[src/sv/jh32_pkg.sv]
// ----------------------------------------------------------------------------
// jh32_pkg: shared types and constants of the lookup2 stream hash
// mix word bundle, finalize token and the single mix sub-step function
// ----------------------------------------------------------------------------
package jh32_pkg;

    localparam logic [31:0] GOLDEN    = 32'h9E37_79B9;
    localparam int unsigned MIX_STEPS = 9;

    // position in the 12-byte block: upper bits pick the word, lower bits the lane
    localparam logic [3:0] POS_LAST = 4'd11;
    localparam logic [1:0] GRP_A    = 2'd0;
    localparam logic [1:0] GRP_B    = 2'd1;
    localparam logic [1:0] GRP_C    = 2'd2;
    localparam logic [1:0] LANE_0   = 2'd0;
    localparam logic [1:0] LANE_1   = 2'd1;
    localparam logic [1:0] LANE_2   = 2'd2;

    typedef struct packed {
        logic [31:0] a;
        logic [31:0] b;
        logic [31:0] c;
    } t_mix_words;

    // finalize token: tail contributions, optionally on top of the last block result
    typedef struct packed {
        logic       use_pipe;
        t_mix_words add;
    } t_fin_tok;

    // one of the nine sub-steps of the mix
    function automatic t_mix_words mix_sub(input t_mix_words w, input logic [3:0] idx);
        t_mix_words r;
        r = w;
        unique case (idx)
            4'd0: r.a = (w.a - w.b - w.c) ^ (w.c >> 13);
            4'd1: r.b = (w.b - w.c - w.a) ^ (w.a << 8);
            4'd2: r.c = (w.c - w.a - w.b) ^ (w.b >> 13);
            4'd3: r.a = (w.a - w.b - w.c) ^ (w.c >> 12);
            4'd4: r.b = (w.b - w.c - w.a) ^ (w.a << 16);
            4'd5: r.c = (w.c - w.a - w.b) ^ (w.b >> 5);
            4'd6: r.a = (w.a - w.b - w.c) ^ (w.c >> 3);
            4'd7: r.b = (w.b - w.c - w.a) ^ (w.a << 10);
            4'd8: r.c = (w.c - w.a - w.b) ^ (w.b >> 15);
            default: r = w;
        endcase
        return r;
    endfunction

endpackage

[src/sv/jh32_mix_pipe.sv]
// ----------------------------------------------------------------------------
// jh32_mix_pipe: pipelined lookup2 mix
// input register plus one register per mix sub-step, common advance enable
// ----------------------------------------------------------------------------
module jh32_mix_pipe (
    input  logic                 i_clk,
    input  logic                 i_rst_n,
    input  logic                 i_adv,
    input  logic                 i_valid,
    input  jh32_pkg::t_mix_words i_words,
    output logic                 o_valid,
    output jh32_pkg::t_mix_words o_words,
    output logic                 o_busy
);
    import jh32_pkg::*;

    logic [MIX_STEPS:0] r_vld;
    t_mix_words         r_w [0:MIX_STEPS];

    always_ff @(posedge i_clk) begin
        if (!i_rst_n) begin
            r_vld <= '0;
        end else if (i_adv) begin
            r_vld <= {r_vld[MIX_STEPS-1:0], i_valid};
        end
    end

    always_ff @(posedge i_clk) begin
        if (i_adv) begin
            r_w[0] <= i_words;
            for (int k = 1; k <= MIX_STEPS; k++) begin
                r_w[k] <= mix_sub(r_w[k-1], 4'(k - 1));
            end
        end
    end

    assign o_valid = r_vld[MIX_STEPS];
    assign o_words = r_w[MIX_STEPS];
    assign o_busy  = |r_vld;

endmodule

[config.mk]
export PLATFORM = sky130hd
export DESIGN_NAME = jh32_mix_pipe
export DESIGN_NICKNAME = d
export VERILOG_FILES = /design/src/sv/jh32_pkg.sv /design/src/sv/jh32_mix_pipe.sv
export SDC_FILE = /design/constraint.sdc
export NUM_CORES = 2
export LEC_CHECK = 0
export BUFFER_PORTS_ARGS = -buffer_cell sky130_fd_sc_hd__buf_2
export CAP_MARGIN = 20
export CORE_MARGIN = 8
export CORE_UTILIZATION = 58
export DETAILED_ROUTE_END_ITERATION = 6
export GPL_TIMING_DRIVEN = 0
export HOLD_SLACK_MARGIN = 0.02
export PLACE_DENSITY = 0.75
export SLEW_MARGIN = 0
export SYNTH_ARGS = -nofsm -noshare
export SYNTH_HDL_FRONTEND = slang
export SYNTH_SLANG_ARGS = --single-unit
[constraint.sdc]
create_clock -name i_clk -period 4.3 [get_ports i_clk]
set_input_delay 0.86 -clock i_clk [delete_from_list [all_inputs] [get_ports i_clk]]
set_output_delay 0.86 -clock i_clk [all_outputs]
set_load 0.05 [all_outputs]
# ---- After elaboration in Yosys (flattened, before gate mapping)
# Memory sizes are Yosys's and may differ from the RTL's.
# Cells that the tools add are included.
dict set report classes {
  bitwise 9
  n_reduce_logical 1
  n_addsub 18
  n_mux 20
}
# operator count
set op_table {}
lappend op_table {{$mux 64} 9}
lappend op_table {{$sub 32x32->32} 18}
lappend op_table {{$mux 32} 9}
lappend op_table {{$xor 32x32->32} 3}
lappend op_table {{$xor 32x19->32} 2}
lappend op_table {{$xor 32x17->32} 1}
lappend op_table {{$xor 32x20->32} 1}
lappend op_table {{$xor 32x27->32} 1}
lappend op_table {{$xor 32x29->32} 1}
lappend op_table {{$reduce_or 10->1} 1}
lappend op_table {{$mux 1} 2}
dict set report word_totals {
  in_bits 100
  memories 1
  word_cells 50
  output_inout_bits 98
  ff_bits 10
  ram_bits 960
}
# name words word_bits read_ports rd_clocked_by_memory_dff write_ports line_no
set memory_table {}
lappend memory_table {r_w 10 96 10 0 10 jh32_mix_pipe.sv:18} ;# t_mix_words r_w [0:MIX_STEPS];

# ---- Depth between registers and ports, before layout
dict set report logic_depth {
  ltp_word 4
  depth_mapped 14
  ltp_nobuf 14
}

# ---- Least setup slack after synthesis
# OpenSTA, ideal clock, no wires.
dict set report synth_timing {
  kind {reg2reg}
  startpoint {memory r_w[3][38] (netlist name)}
  endpoint {memory r_w[4][95] (netlist name), data pin}
  setup_ns 0.260
  path_stages_with_launch 14
  path_slack_ns 0.738
  n_path_buf 0
  arrival_ns 3.302
  cell_sequence {edfxtp_1 -> inv_1 -> fa_1 -> ha_1 -> a21o_1 -> a21o_1 -> a21o_1 -> a221o_2 -> o31a_4 -> a311oi_4 -> o211ai_2 -> a41oi_2 -> o21bai_1 -> xnor2_1}
}
# element line_no
set synth_lines {}
lappend synth_lines {{start, declared} jh32_mix_pipe.sv:18}

==> run metrics <==
run status finished clean; Die X-Extent 315 µm; clock period minus worst slack 4.07 ns; Critical Path End Type flop; layout cells sized above 1 0.0915; synth-to-layout area growth 11.6%; Critical-path top delay cell edfxtp_1; max_slew headroom 0.461; drt first pass iters 5; Max-Cap Viols 0; critical path type reg -> reg; f_max 246 MHz; Final Wtd Congestion 0.912; CP Cell Sequence inv_1 > fa_1 > ha_1 > nand4_1 > a211oi_1 > nor3_2 > a21oi_1 > or4_1 > a31o_1 > a211o_1 > a31o_2 > a31oi_1 > xnor2_1; Die ar. 99000 µm²; worst-margin pin slew 0.801 ns; DR iter-0 viols 1616; synth warn 0; vias post-DR 28413; nets@finish 4790; htree depth 3; initial antenna violation count 0; dpl hpwl 75000 µm; port bufs 197; I/O pins 198; most common cell in the netlist edfxtp_1; area share of the largest cell type after synthesis 0.557; global route overflow 0; crit path launch type flop; crit share post-route 0.947; most used routing layer met2; met2 usage 0.346; cell family with most CP delay compound AO/OA/AOI/OAI gates; antenna cells 0; antenna viol nets, final 0; worst-skew pair later-pin latency 0.66 ns; Sink Count 970; CTS tree yes; GR Util met3 0.0279; global-route wire length before repair 154000 µm; RSZ-0062 raised after global routing false; starting density of the core 0.585; Post-Route WL 95600 µm; Critical Path Max Stage Delay 0.51 ns; Final Hold Viols 0; number of global-route vias before repair 30087; Top FF cell, synth edfxtp_1; Post-CTS Setup Inserts 0; FF+latch count, synth 970; Setup-failing EPs final 0; Seq/Total Area, Yosys 0.561; Syn Inst Count 3813; GRT Util Overall 0.196; Worst EP arrival 4.47 ns; row cnt 109; Synth Cell Area 51700 µm²; Die H 315 µm; Max FO, Critical Path 6; clock root buffer clkbuf_16; Remaining DRCs 0; CP bufs+invs 1; Post-synth EDFFs 960; vias per inst 5.30; asr flop ratio synth 0; TNS Setup 0 ns; Critical Path RT 4.70 ns; Setup Skew 0.0184 ns; cell accounting for the most synthesized area edfxtp_1; total CTS buffers 100; average footprint of a synthesized cell 13.6 µm²; Syn Nets 4483; list of most frequent post-synthesis cells edfxtp_1 (960), inv_1 (625), xnor2_1 (366); Clk pin slew, worst setup/hold paths 0.06 ns; met1 usage 0.227; Max Slew Vio Count 0; Min-Delay Path Class in -> reg; top post-synthesis cells by area edfxtp_1 (56%), fa_1 (11%), ha_1 (7.2%), xnor2_1 (6.2%), inv_1 (4.5%); Routed WL per cell 17.8 µm; largest net degree at the start of global routing 136; Core ar. 88400 µm²; Synth cell types 73; clock buffer depth 3
-- state kept, by name, summed over array words and instances (netlist names) --
signal  count
r_w       960
r_vld      10
-- per-layer routing --
| layer | routed length (µm) | vias up |
|---|---|---|
| met4 | 6180 | 0 |
| met5 | 0 | - |
| met1 | 38300 | 13477 |
| li1 | - | 13931 |
| met3 | 3870 | 286 |
| met2 | 47300 | 719 |
-- cells in the final DEF (no fill, tap or decap), drive strengths merged, types with 19 or more instances in the layout --
cell type / netlist / routed
fa: 273 / 273
xnor2: 366 / 366
a21o: 159 / 159
nand3: 39 / 39
clkbuf: 17 / 131
o21bai: 39 / 39
nand2b: 29 / 29
xor2: 133 / 133
nor2: 104 / 104
inv: 625 / 627
o21ai: 108 / 108
clkinv: 0 / 46
nor2b: 37 / 37
nand4: 24 / 24
a21oi: 216 / 216
and3: 26 / 26
edfxtp: 960 / 960
ha: 297 / 297
o21a: 31 / 31
nor3: 19 / 19
buf: 1 / 206
nand2: 116 / 116
-- stage by stage --
step           cell area, µm²  setup WS [ns]  utilization  hold slack, ns  std cells
2_1_floorplan           51700          0.738            -           0.426       3813
3_3_place_gp            54200         -11.62        0.613           0.430       5175
3_5_place_dp            54400         0.0615        0.616           0.434       5183
4_1_cts                 57700         0.0241        0.653           0.319       5362
5_1_grt                 57700         0.0118        0.653           0.331       5362
6_report                57700          0.228        0.653           0.369       5362
-- worst paths after layout --
| kind | startpoint | end | slack (ns) | cells after the start |
|---|---|---|---|---|
| max | r_w[4][68] | r_w[5][62] | 0.23 | 13 |
| min | i_words[17] | r_w[0][17] | 0.37 | 1 |
| max reg2reg | r_w[4][68] | r_w[5][62] | 0.23 | 13 |
| min reg2reg | r_w[5][78] | r_w[6][78] | 0.44 | 0 |
-- logic make-up (layout without fill, tap and decap cells) --
logic type | Yosys count | in the layout | synth area share
AOI/OAI and AO/OA | 694 | 694 | 0.0880
xor gates and xnor gates | 499 | 499 | 0.0845
adders and majority gates | 570 | 570 | 0.177
buffers and inverters | 643 | 1027 | 0.0467
DFF | 970 | 970 | 0.561
muxes | 10 | 10 | 0.00193
and+or+nand+nor | 427 | 427 | 0.0404
-- final cells by class --
| class | instances | area [µm²] |
|---|---|---|
| plain buffers | 18 | 71.3 |
| clock buffers | 114 | 2620 |
| clock inverters | 65 | 671 |
| fillers | 6471 | 30600 |
| inverters | 625 | 2350 |
| multi-input cells | 2200 | 20300 |
| flip-flops and latches | 970 | 29000 |
| well taps | 1165 | 1460 |
| repair buffers | 205 | 1220 |
-- timing repair --
action,in CTS,in global routing
hold endpoints to repair,0,0
endpoints found under the setup margin,0,5
resized for setup,0,4
hold buffers,0,0
Power is not shown: default switching activity piles up to over one toggle a cycle in this logic, so the estimate is an artifact.
